==> config.mk <==
export PLATFORM = sky130hd
export DESIGN_NAME = edf_deadline_task_scheduler_unit
export DESIGN_NICKNAME = d
export VERILOG_FILES = /design/src/edfs_pkg.sv /design/src/edfs_cell.sv /design/src/edfs_ctrl.sv /design/src/edf_deadline_task_scheduler_unit.sv
export VERILOG_INCLUDE_DIRS = /design/src /design/src/src
export SDC_FILE = /design/constraint.sdc
export NUM_CORES = 2
export LEC_CHECK = 0
export BUFFER_PORTS_ARGS = -buffer_cell sky130_fd_sc_hd__buf_2
export CAP_MARGIN = 20
export CELL_PAD_IN_SITES_DETAIL_PLACEMENT = 0
export CELL_PAD_IN_SITES_GLOBAL_PLACEMENT = 2
export CORE_UTILIZATION = 45
export DETAILED_ROUTE_END_ITERATION = 8
export GPL_TIMING_DRIVEN = 0
export PLACE_DENSITY_LB_ADDON = 0.25
export SYNTH_ARGS = -nofsm -noshare
export SYNTH_HDL_FRONTEND = slang
export SYNTH_SLANG_ARGS = --single-unit
==> constraint.sdc <==
create_clock -name clk -period 9.21 [get_ports clk]
set_clock_uncertainty 0.15 [all_clocks]
set_input_delay 2.763 -clock clk [delete_from_list [all_inputs] [get_ports clk]]
set_output_delay 2.763 -clock clk [all_outputs]
set_load 0.005 [all_outputs]
==> src/edf_deadline_task_scheduler_unit_assert.svh <==
// Assertion macros shared by the deadline scheduler RTL.
`ifndef EDF_DEADLINE_TASK_SCHEDULER_UNIT_ASSERT_SVH
`define EDF_DEADLINE_TASK_SCHEDULER_UNIT_ASSERT_SVH

// Checked on every rising clock edge outside reset.
`define EDFS_ASSERT(lbl, prop, msg) \
  lbl: assert property (@(posedge clk) disable iff (rst) prop) else $error(msg);

// Checked on every rising clock edge, reset included.
`define EDFS_ASSERT_ALWAYS(lbl, prop, msg) \
  lbl: assert property (@(posedge clk) prop) else $error(msg);

`endif

==> src/edfs_pkg.sv <==
// Types and constants shared by the deadline scheduler modules.
`default_nettype none
package edfs_pkg;

  localparam int DEF_MAX_ACTIVE = 16;
  localparam int DEF_COUNT_BITS = 16;

  typedef enum logic [1:0] {
    CMD_RELEASE = 2'd0,
    CMD_DONE    = 2'd1,
    CMD_OVERDUE = 2'd2,
    CMD_QUERY   = 2'd3
  } cmd_t;

  typedef enum logic [1:0] {
    STS_OK       = 2'd0,
    STS_NO_ID    = 2'd1,
    STS_LATE     = 2'd2,
    STS_FULL     = 2'd3
  } status_t;

  typedef enum logic [1:0] {
    ST_IDLE,
    ST_EXEC,
    ST_DONE
  } state_t;

  typedef struct packed {
    logic        valid;
    logic [7:0]  task_id;
    logic [31:0] deadline;
  } slot_t;

  typedef struct packed {
    logic        ins;
    logic        rem;
    logic [7:0]  task_id;
    logic [31:0] deadline;
  } op_t;

  localparam slot_t SLOT_EMPTY = '{valid: 1'b0, task_id: 8'd0, deadline: 32'd0};

endpackage
`default_nettype wire

==> src/edfs_cell.sv <==
// One slot of the sorted task chain: insert shifts toward the tail, remove toward the head.
`default_nettype none
module edfs_cell (
  input  wire logic           clk,
  input  wire logic           rst,
  input  wire edfs_pkg::op_t  op,
  input  wire edfs_pkg::slot_t prev_slot,
  input  wire edfs_pkg::slot_t next_slot,
  input  wire logic           ins_in,
  input  wire logic           seen_in,
  output edfs_pkg::slot_t     slot,
  output logic                ins_out,
  output logic                seen_out
);
  import edfs_pkg::*;

  slot_t slot_next;
  logic  match;

  // The new task belongs at or before this slot.
  assign ins_out = !slot.valid || (op.deadline < slot.deadline) ||
                   ((op.deadline == slot.deadline) && (op.task_id <= slot.task_id));
  assign match    = slot.valid && (slot.task_id == op.task_id);
  assign seen_out = seen_in || match;

  always_comb begin
    slot_next = slot;
    if (op.ins) begin
      if (ins_in) begin
        slot_next = prev_slot;
      end else if (ins_out) begin
        slot_next.valid    = 1'b1;
        slot_next.task_id  = op.task_id;
        slot_next.deadline = op.deadline;
      end
    end else if (op.rem && seen_out) begin
      slot_next = next_slot;
    end
  end

  always_ff @(posedge clk) begin
    if (rst) begin
      slot.valid <= 1'b0;
    end else begin
      slot.valid <= slot_next.valid;
    end
    slot.task_id  <= slot_next.task_id;
    slot.deadline <= slot_next.deadline;
  end

endmodule
`default_nettype wire

==> src/edfs_ctrl.sv <==
// Request sequencer, status decision, active count and saturating event counters.
`default_nettype none
module edfs_ctrl #(
  parameter int MAX_ACTIVE = edfs_pkg::DEF_MAX_ACTIVE,
  parameter int COUNT_BITS = edfs_pkg::DEF_COUNT_BITS,
  parameter int CNT_W      = $clog2(MAX_ACTIVE + 1)
) (
  input  wire logic             clk,
  input  wire logic             rst,
  input  wire logic             start,
  input  wire logic [1:0]       cmd,
  input  wire logic [7:0]       task_id,
  input  wire logic [31:0]      deadline,
  input  wire logic [31:0]      now,
  input  wire logic             found,
  output logic                  busy,
  output logic                  done,
  output edfs_pkg::op_t         op,
  output logic [1:0]            status,
  output logic [CNT_W-1:0]      count,
  output logic [COUNT_BITS-1:0] done_total,
  output logic [COUNT_BITS-1:0] late_total
);
  import edfs_pkg::*;

  state_t      state, state_next;
  cmd_t        cmd_q;
  logic [7:0]  id_q;
  logic [31:0] dl_q;
  logic [31:0] now_q;
  logic        accept;
  logic        is_late;
  logic        is_full;
  logic        is_rem;
  status_t     status_next;
  logic        bump_done, bump_late;

  assign accept  = start && !busy;
  assign is_late = (dl_q <= now_q);
  assign is_full = (count == CNT_W'(MAX_ACTIVE));
  assign is_rem  = (cmd_q == CMD_DONE) || (cmd_q == CMD_OVERDUE);

  always_comb begin
    state_next = state;
    busy       = 1'b0;
    done       = 1'b0;
    unique case (state)
      ST_IDLE: begin
        if (start) state_next = ST_EXEC;
      end
      ST_EXEC: begin
        busy       = 1'b1;
        state_next = ST_DONE;
      end
      ST_DONE: begin
        done       = 1'b1;
        state_next = start ? ST_EXEC : ST_IDLE;
      end
      default: state_next = ST_IDLE;
    endcase
  end

  always_comb begin
    op.ins      = busy && (cmd_q == CMD_RELEASE) && !is_late && !is_full;
    op.rem      = busy && is_rem;
    op.task_id  = id_q;
    op.deadline = dl_q;
    status_next = STS_OK;
    bump_done   = 1'b0;
    bump_late   = 1'b0;
    unique case (cmd_q)
      CMD_RELEASE: begin
        if (is_late) begin
          status_next = STS_LATE;
          bump_late   = 1'b1;
        end else if (is_full) begin
          status_next = STS_FULL;
        end
      end
      CMD_DONE: begin
        if (found) bump_done = 1'b1;
        else status_next = STS_NO_ID;
      end
      CMD_OVERDUE: begin
        if (found) bump_late = 1'b1;
        else status_next = STS_NO_ID;
      end
      CMD_QUERY: status_next = STS_OK;
      default: status_next = STS_OK;
    endcase
  end

  always_ff @(posedge clk) begin
    if (rst) begin
      state      <= ST_IDLE;
      count      <= '0;
      done_total <= '0;
      late_total <= '0;
    end else begin
      state <= state_next;
      if (op.ins) begin
        count <= count + 1'b1;
      end else if (op.rem && found) begin
        count <= count - 1'b1;
      end
      if (busy && bump_done && (done_total != '1)) done_total <= done_total + 1'b1;
      if (busy && bump_late && (late_total != '1)) late_total <= late_total + 1'b1;
    end
  end

  always_ff @(posedge clk) begin
    if (accept) begin
      cmd_q <= cmd_t'(cmd);
      id_q  <= task_id;
      dl_q  <= deadline;
      now_q <= now;
    end
    if (busy) status <= status_next;
  end

endmodule
`default_nettype wire

==> src/edf_deadline_task_scheduler_unit.sv <==
// Earliest-deadline-first scheduler: a sorted chain of task cells and its sequencer.
// A request is taken when start is high and busy is low; busy is high for one cycle after.
// The strobe done is high in the cycle after busy and marks the result of the request.
// A new request can be taken during the done cycle but not during the execute cycle,
// in which the cells of the chain shift or load in parallel.
// Synchronous reset empties the chain and clears all counts; no clearing pass is needed.
`default_nettype none
`include "edf_deadline_task_scheduler_unit_assert.svh"
module edf_deadline_task_scheduler_unit #(
  parameter int MAX_ACTIVE = edfs_pkg::DEF_MAX_ACTIVE,
  parameter int COUNT_BITS = edfs_pkg::DEF_COUNT_BITS
) (
  input  wire logic        clk,
  input  wire logic        rst,
  input  wire logic        start,
  input  wire logic [1:0]  cmd,
  input  wire logic [7:0]  task_id,
  input  wire logic [31:0] deadline,
  input  wire logic [31:0] now,
  output logic             busy,
  output logic             done,
  output logic [1:0]       status,
  output logic             head_valid,
  output logic [7:0]       head_task_id,
  output logic [31:0]      head_deadline,
  output logic [4:0]       active_count,
  output logic [15:0]      completed_count,
  output logic [15:0]      overdue_count
);
  import edfs_pkg::*;

  localparam int CNT_W = $clog2(MAX_ACTIVE + 1);

  op_t                   op;
  slot_t                 slots [MAX_ACTIVE];
  logic [MAX_ACTIVE-1:0] ins_flag;
  logic [MAX_ACTIVE-1:0] seen;
  logic [MAX_ACTIVE-1:0] valid_vec;
  logic [CNT_W-1:0]      count;
  logic [COUNT_BITS-1:0] done_total;
  logic [COUNT_BITS-1:0] late_total;

  edfs_ctrl #(
    .MAX_ACTIVE (MAX_ACTIVE),
    .COUNT_BITS (COUNT_BITS),
    .CNT_W      (CNT_W)
  ) u_ctrl (
    .clk        (clk),
    .rst        (rst),
    .start      (start),
    .cmd        (cmd),
    .task_id    (task_id),
    .deadline   (deadline),
    .now        (now),
    .found      (seen[MAX_ACTIVE-1]),
    .busy       (busy),
    .done       (done),
    .op         (op),
    .status     (status),
    .count      (count),
    .done_total (done_total),
    .late_total (late_total)
  );

  for (genvar i = 0; i < MAX_ACTIVE; i++) begin : g_cell
    slot_t prev_slot;
    slot_t next_slot;
    logic  ins_in;
    logic  seen_in;

    if (i == 0) begin : g_first
      assign prev_slot = SLOT_EMPTY;
      assign ins_in    = 1'b0;
      assign seen_in   = 1'b0;
    end else begin : g_mid
      assign prev_slot = slots[i-1];
      assign ins_in    = ins_flag[i-1];
      assign seen_in   = seen[i-1];
    end

    if (i == MAX_ACTIVE - 1) begin : g_last
      assign next_slot = SLOT_EMPTY;
    end else begin : g_body
      assign next_slot = slots[i+1];
    end

    edfs_cell u_cell (
      .clk       (clk),
      .rst       (rst),
      .op        (op),
      .prev_slot (prev_slot),
      .next_slot (next_slot),
      .ins_in    (ins_in),
      .seen_in   (seen_in),
      .slot      (slots[i]),
      .ins_out   (ins_flag[i]),
      .seen_out  (seen[i])
    );

    assign valid_vec[i] = slots[i].valid;
  end

  assign head_valid      = slots[0].valid;
  assign head_task_id    = slots[0].valid ? slots[0].task_id : 8'd0;
  assign head_deadline   = slots[0].valid ? slots[0].deadline : 32'd0;
  assign active_count    = 5'(count);
  assign completed_count = 16'(done_total);
  assign overdue_count   = 16'(late_total);

  `EDFS_ASSERT(a_count_matches_chain, $countones(valid_vec) == int'(count), "bad count")
  `EDFS_ASSERT(a_exec_then_done, busy |=> done, "execute cycle not followed by result strobe")
  `EDFS_ASSERT_ALWAYS(a_done_not_busy, !(done && busy), "result strobe during execute cycle")
  `EDFS_ASSERT(a_chain_packed, (!slots[0].valid) |-> (valid_vec == '0), "chain has a hole")

endmodule
`default_nettype wire
After elaboration in Yosys (flattened, before gate mapping)
Index checks and enable logic that the tools add are counted.
- add/sub/neg operators: 4
- multipliers: 0
- divide/modulo/power cells: 0
- order comparisons: 33
- equal/unequal tests: 57
- shift operators: 0
- mux-type cells: 80
- bitwise operators: 0
- reductions and logical operators: 159
- operators with widths (kind ; number):
    two-way mux 41 bit ; 63
    == test 32 bit ; 16
    less-than comparator 32 bit ; 16
    == test 8 bit ; 16
    <= comparator 8 bit ; 16
    logical AND 1 bit ; 57
    logical OR 1 bit ; 48
    inequality test 3 x 1 -> 1 bit (second input constant) ; 12
    adder 16 x 1 -> 16 bit (second input constant) ; 2
    <= comparator 32 bit ; 1
    two-way mux 32 bit ; 1
    inequality test 16 bit (second input constant) ; 2
    AND reduction 2 bit ; 16
    nonzero test 2 bit ; 16
    logical NOT 1 bit ; 19
    case mux 2 bit (3 select lines) ; 2
    two-way mux 5 bit ; 2
    inequality test 3 x 2 -> 1 bit (second input constant) ; 3
    two-way mux 8 bit ; 1
    two-way mux 1 bit ; 7
    == test 2 bit (second input constant) ; 3
    two-way mux 2 bit ; 3
    adder 5 x 1 -> 5 bit (second input constant) ; 1
    == test 5 bit (second input constant) ; 1
    6 further kinds ; 9
- flip-flop bits (word level): 771
- latch bits: 0
- RAM bits: 0
- memory bits (read-only): 0
- input bits: 77
- output and inout port bits: 82
- logic and storage cells: 390
- memories: 0

Depth between registers and ports, before layout
- depth after elaboration: 21
- depth in mapped cells: 20
- mapped depth without buffers: 15

Modules after synthesis
From an unflattened synthesis, not the netlist that was laid out.
- cells, all modules: 5762
- area total of the unflattened synthesis: 55784.8 µm²
- by module, submodules not included (module ; times used ; cells each ; area each (µm²) ; sequential area each (µm²)):
    edfs_cell (g_cell[0].u_cell ...) ; 15 ; 330 ; 3138.0 ; 1221.2
    edfs_ctrl ; 1 ; 440 ; 5288.8 ; 3062.9
    edfs_cell (g_cell[1].u_cell) ; 1 ; 327 ; 3101.7 ; 1221.2
    edf_deadline_task_scheduler_unit ; 1 ; 45 ; 324.1 ; 0.0

Worst setup path after synthesis
OpenSTA, ideal clock, no wires.
- path type: flip-flop to flip-flop
- from: register u_ctrl.dl_q[15]
- to: register g_cell[8].u_cell.slot[40] (netlist name)
- library setup time: 0.279 ns
- data arrival time: 5.681 ns
- data required time: 8.781 ns
- slack: 3.101 ns
- stages on the path, launching flop included: 13
- buffers on the path: 2
- clock period less this slack: 6.109 ns
- cells stage by stage: edfxtp_1 ha_1 nand2_1 nor4_1 o311ai_1 a21oi_1 o31ai_1 nor2_1 inv_2 buf_2 buf_2 o21ai_0 o21ai_0
- longest elaborated chain between the ends: 6
- elaborated cells on any way between the ends: 19
- those cells by class: order compare: 3; eq/ne: 3; mux: 2; reduce/logical: 11
- RTL lines (what ; line ; source):
    from (decl) ; edfs_ctrl.sv:29 ; logic [31:0] dl_q;
    from (signal assigned) ; edfs_ctrl.sv:115 ; dl_q <= deadline;
    <= comparator 32 bit ; edfs_ctrl.sv:39 ; assign is_late = (dl_q <= now_q);
    logical NOT 1 bit ; edfs_ctrl.sv:64 ; op.ins = busy && (cmd_q == CMD_RELEASE) && !is_late && !is_full;
    logical AND 1 bit (2 in a row) ; edfs_ctrl.sv:64 ;
    inequality test 3 x 1 -> 1 bit (no source line) / nonzero test 2 bit (equally long branches) ; - ;
    AND reduction 2 bit (no source line) ; - ;
    to (decl) ; edfs_cell.sv:11 ; output edfs_pkg::slot_t slot,
Several ways; a longest one is shown, not always the timed one.
A chain may end at the register's enable or synchronous reset.

Worst setup path after layout
- from: register u_ctrl.dl_q[20]
- to: register g_cell[4].u_cell.slot[15] (netlist name), enable pin
- longest elaborated chain between the ends: 6
- elaborated cells on any way between the ends: 17
- those cells by class: order compare: 3; eq/ne: 3; reduce/logical: 11
- RTL lines (what ; line):
    <= comparator 32 bit ; edfs_ctrl.sv:39
    logical NOT 1 bit ; edfs_ctrl.sv:64
    logical AND 1 bit (2 in a row) ; edfs_ctrl.sv:64
    inequality test 3 x 1 -> 1 bit (no source line) / nonzero test 2 bit (equally long branches) ; -
    AND reduction 2 bit (no source line) (*) ; -
    to (decl) ; edfs_cell.sv:11
Every way passes the cells marked *; elsewhere a longest branch is shown, timed or not.

==> results.md <==
- Number of hold-slack violations in the final timing report: 0
- Antenna violations before repair: 15
- Root buffer cell: clkbuf_16
- Setup Buffers After CTS: 0
- Iteration-0 DRC Markers: 6,520
- Path type of the worst min-delay path: reg2reg
- RSZ-0062 raised after global routing: no
- Data arrival, critical path: a little over 9 ns
- #FFs+latches synth: slightly below 800
- Post-synthesis net count: roughly 6,400
- Leakage power of the design: 0.0267 µW
- IR drop worst, VDD: 0.000157 V
- # H-tree levels: 3
- 1st-pass router iterations: 8
- Predominant post-synthesis flop cell: edfxtp_1
- Result of the run: complete, no violations
- Drt total wl: between 200,000 and 250,000 µm
- Placed Area: between 50,000 and 60,000 µm²
- Maxcap violations: 0
- Final-report max-slew violation count: 0
- GRT Total Usage: 0.397
- CTS Buffer Depth: 3
- Post-Syn Area: approximately 55,000 µm²
- Cell taking the most area after synthesis: edfxtp_1
- Via density: about 6.4
- Synthesized area per cell: slightly below 10 µm²
- DIE AREA: 123,000 µm²
- Final-layout setup total negative slack: 0 ns
- Number of instances in the synthesized netlist: between 5,000 and 6,000
- Clock Sink Count: between 700 and 800
- Die span in y: roughly 350 µm
- Power Density: 143 nW/µm²
- FFs w/ async S/R, synth: 0
- Placeable Area: 120,000 µm²
- Quantity of gates resized following cts: 0
- Cell area after layout: ~63,000 µm²
- Vias in the first global route: between 40,000 and 50,000
- Fmax: between 100 and 150 MHz
- Routed vias: between 40,000 and 50,000
- CTS hold repair buffers: 0
- Final setup viols: 0
- Floorplan row count: 127
- Cell variety after synth: between 60 and 70
- Worst setup path category: reg2reg
- Final Wtd Congestion: 1.00
- Final ANT Viol Nets: 0
- Pin count of the biggest net entering global routing: between 40 and 50
- First-pass GRT wire length: 346,000 µm
- Share of cells above drive strength 1: 0.0875
- Max-slew headroom: 0.113
- Crit path launch type: flip-flop
- CTS tree: yes
- Number of nets in the finished design: approximately 6,800
- Portion of synthesized cell area occupied by the leading cell type: 0.394
- Number of enable flip-flop cells after synthesis: between 700 and 800
- Top post-synthesis cells by area: edfxtp_1 39%, ha_1 16%, mux2i_1 6.1%
- Number of DRC violations after detailed routing: 0
- CP Data Required Time: between 9 and 10 ns
- Synthesis warning total: 0
- Wire length per cell after detailed routing: between 30 and 40 µm
- Commonest non-fill, non-tap cell in the layout: inv_1
- Initial core utilization: 0.454
- Number of clock buffers inserted by TritonCTS: 96
- Maximum net fanout on the critical path: 22
- Layout-stage area growth over the synthesis result: 15.3%
- Commonest non-fill, non-tap cells in the layout: 721 x inv_1, 716 x edfxtp_1, 681 x ha_1
- Reg clk slew, reported paths: 0.06 ns
- Buffers added on ports: 158
- Remaining global-route overflow: 0
- Pin slew with the least headroom to its limit: 1.33 ns
- Top-level I/O count: 159
- Final critical-path share of the clock period: 0.973
- Worst-Skew Late Latency: 0.71 ns
- Post-Route Hold Slack: between 0.2 and 0.3 ns
- Die span in x: between 300 and 400 µm
- Crit. End Element: flip-flop
- Sequential fraction of the synthesis area: 0.414
- Total half-perimeter wirelength after legalization and detailed placement: roughly 190,000 µm
- Minimum clock period after layout: 8.96 ns
[metrics by stage]
step / cells / setup WS, ns / utilization / total power [µW]
floorplan: 5631 / 3.10 / - / 4470
global route: 7703 / 0.438 / 0.524 / 9180
CTS: 7684 / 0.827 / 0.522 / 8960
finish: 7704 / 0.248 / 0.524 / 8990
detailed placement: 7506 / 0.834 / 0.495 / 4910
global placement: 7401 / -5.12 / 0.478 / 4840
[area by class of cell]
type | count | area [µm²]
Fill cell | 11300 | 57200
Multi-Input combinational cell | 3808 | 28300
Sequential cell | 771 | 22600
Timing Repair Buffer | 280 | 2790
Inverter | 722 | 2710
Clock buffer | 112 | 2550
Tap cell | 1612 | 2020
Buffer | 330 | 1320
Clock inverter | 66 | 729
Antenna cell | 3 | 7.51
[critical path: stages (launching register included)]
cell and delay (ns):
edfxtp_1 0.85, ha_1 0.50, nand4_1 0.59, nor2_1 0.88, nand2_1 0.55, a21oi_1 1.02
o31ai_1 0.45, nor2_1 0.65, clkbuf_2 0.79, clkbuf_1 0.83, nor2_1 0.20, a31oi_4 0.80
buf_12 0.28
[where the power goes]
group | total (µW) | switching (µW) | internal, µW
Combinational | 944 | 617 | 327
Sequential | 3940 | 83.0 | 3850
Clock | 4110 | 1690 | 2420
[cell usage after synthesis, types with 12 or more instances]
master / instances
nand3_1: 119
xnor2_1: 16
mux2i_1: 334
a2111oi_0: 17
nor4_1: 24
o31ai_1: 16
o221ai_1: 86
nand4_1: 155
nand2b_1: 14
nor3_1: 166
inv_1: 721
o21ai_0: 402
nor2_1: 263
o21a_1: 36
dfxtp_1: 55
and4_1: 12
ha_1: 681
nand2_1: 440
clkbuf_1: 249
or4_1: 12
o211ai_1: 74
edfxtp_1: 716
buf_2: 54
a21oi_1: 321
a221o_1: 158
a211oi_1: 121
a21o_1: 128
nor2b_1: 51
a31oi_1: 20
buf_1: 26
[metal layers]
layer | share of wire | wire (µm) | vias to the layer above | track usage
met5 | 0.00032 | 80 | - | 0
met4 | 0.067 | 16500 | 12 | 0.225
met3 | 0.10 | 25900 | 475 | 0.0938
met2 | 0.41 | 101000 | 2774 | 0.577
met1 | 0.42 | 103000 | 24100 | 0.541
li1 | - | - | 21700 | -
[state kept, by name (all words and copies together), names as in the netlist, 5 cells and up]
name                count
u_ctrl.count            5
u_ctrl.dl_q            32
u_ctrl.late_total      16
u_ctrl.id_q             8
u_ctrl.done_total      16
u_ctrl.now_q           32
g_cell.u_cell.slot    656
[final timing paths]
path / from / end / slack (ns) / depth (start not counted)
worst max-delay path: u_ctrl.dl_q[20] / g_cell[4].u_cell.slot[15] / 0.25 / 12
worst min-delay path: u_ctrl.state[0] / u_ctrl.state[0] / 0.30 / 1
worst max register to register: u_ctrl.dl_q[20] / g_cell[4].u_cell.slot[15] / 0.25 / 12
worst min register to register: u_ctrl.state[0] / u_ctrl.state[0] / 0.30 / 1
[logic make-up after synthesis]
kind of cell / share of synthesized area
fa+ha+maj: 0.156
compound gates: 0.179
xor+xnor: 0.00289
simple gates: 0.112
buf+inv: 0.0737
mux: 0.0621
flops: 0.414
Power figures use the tool's default switching activity.
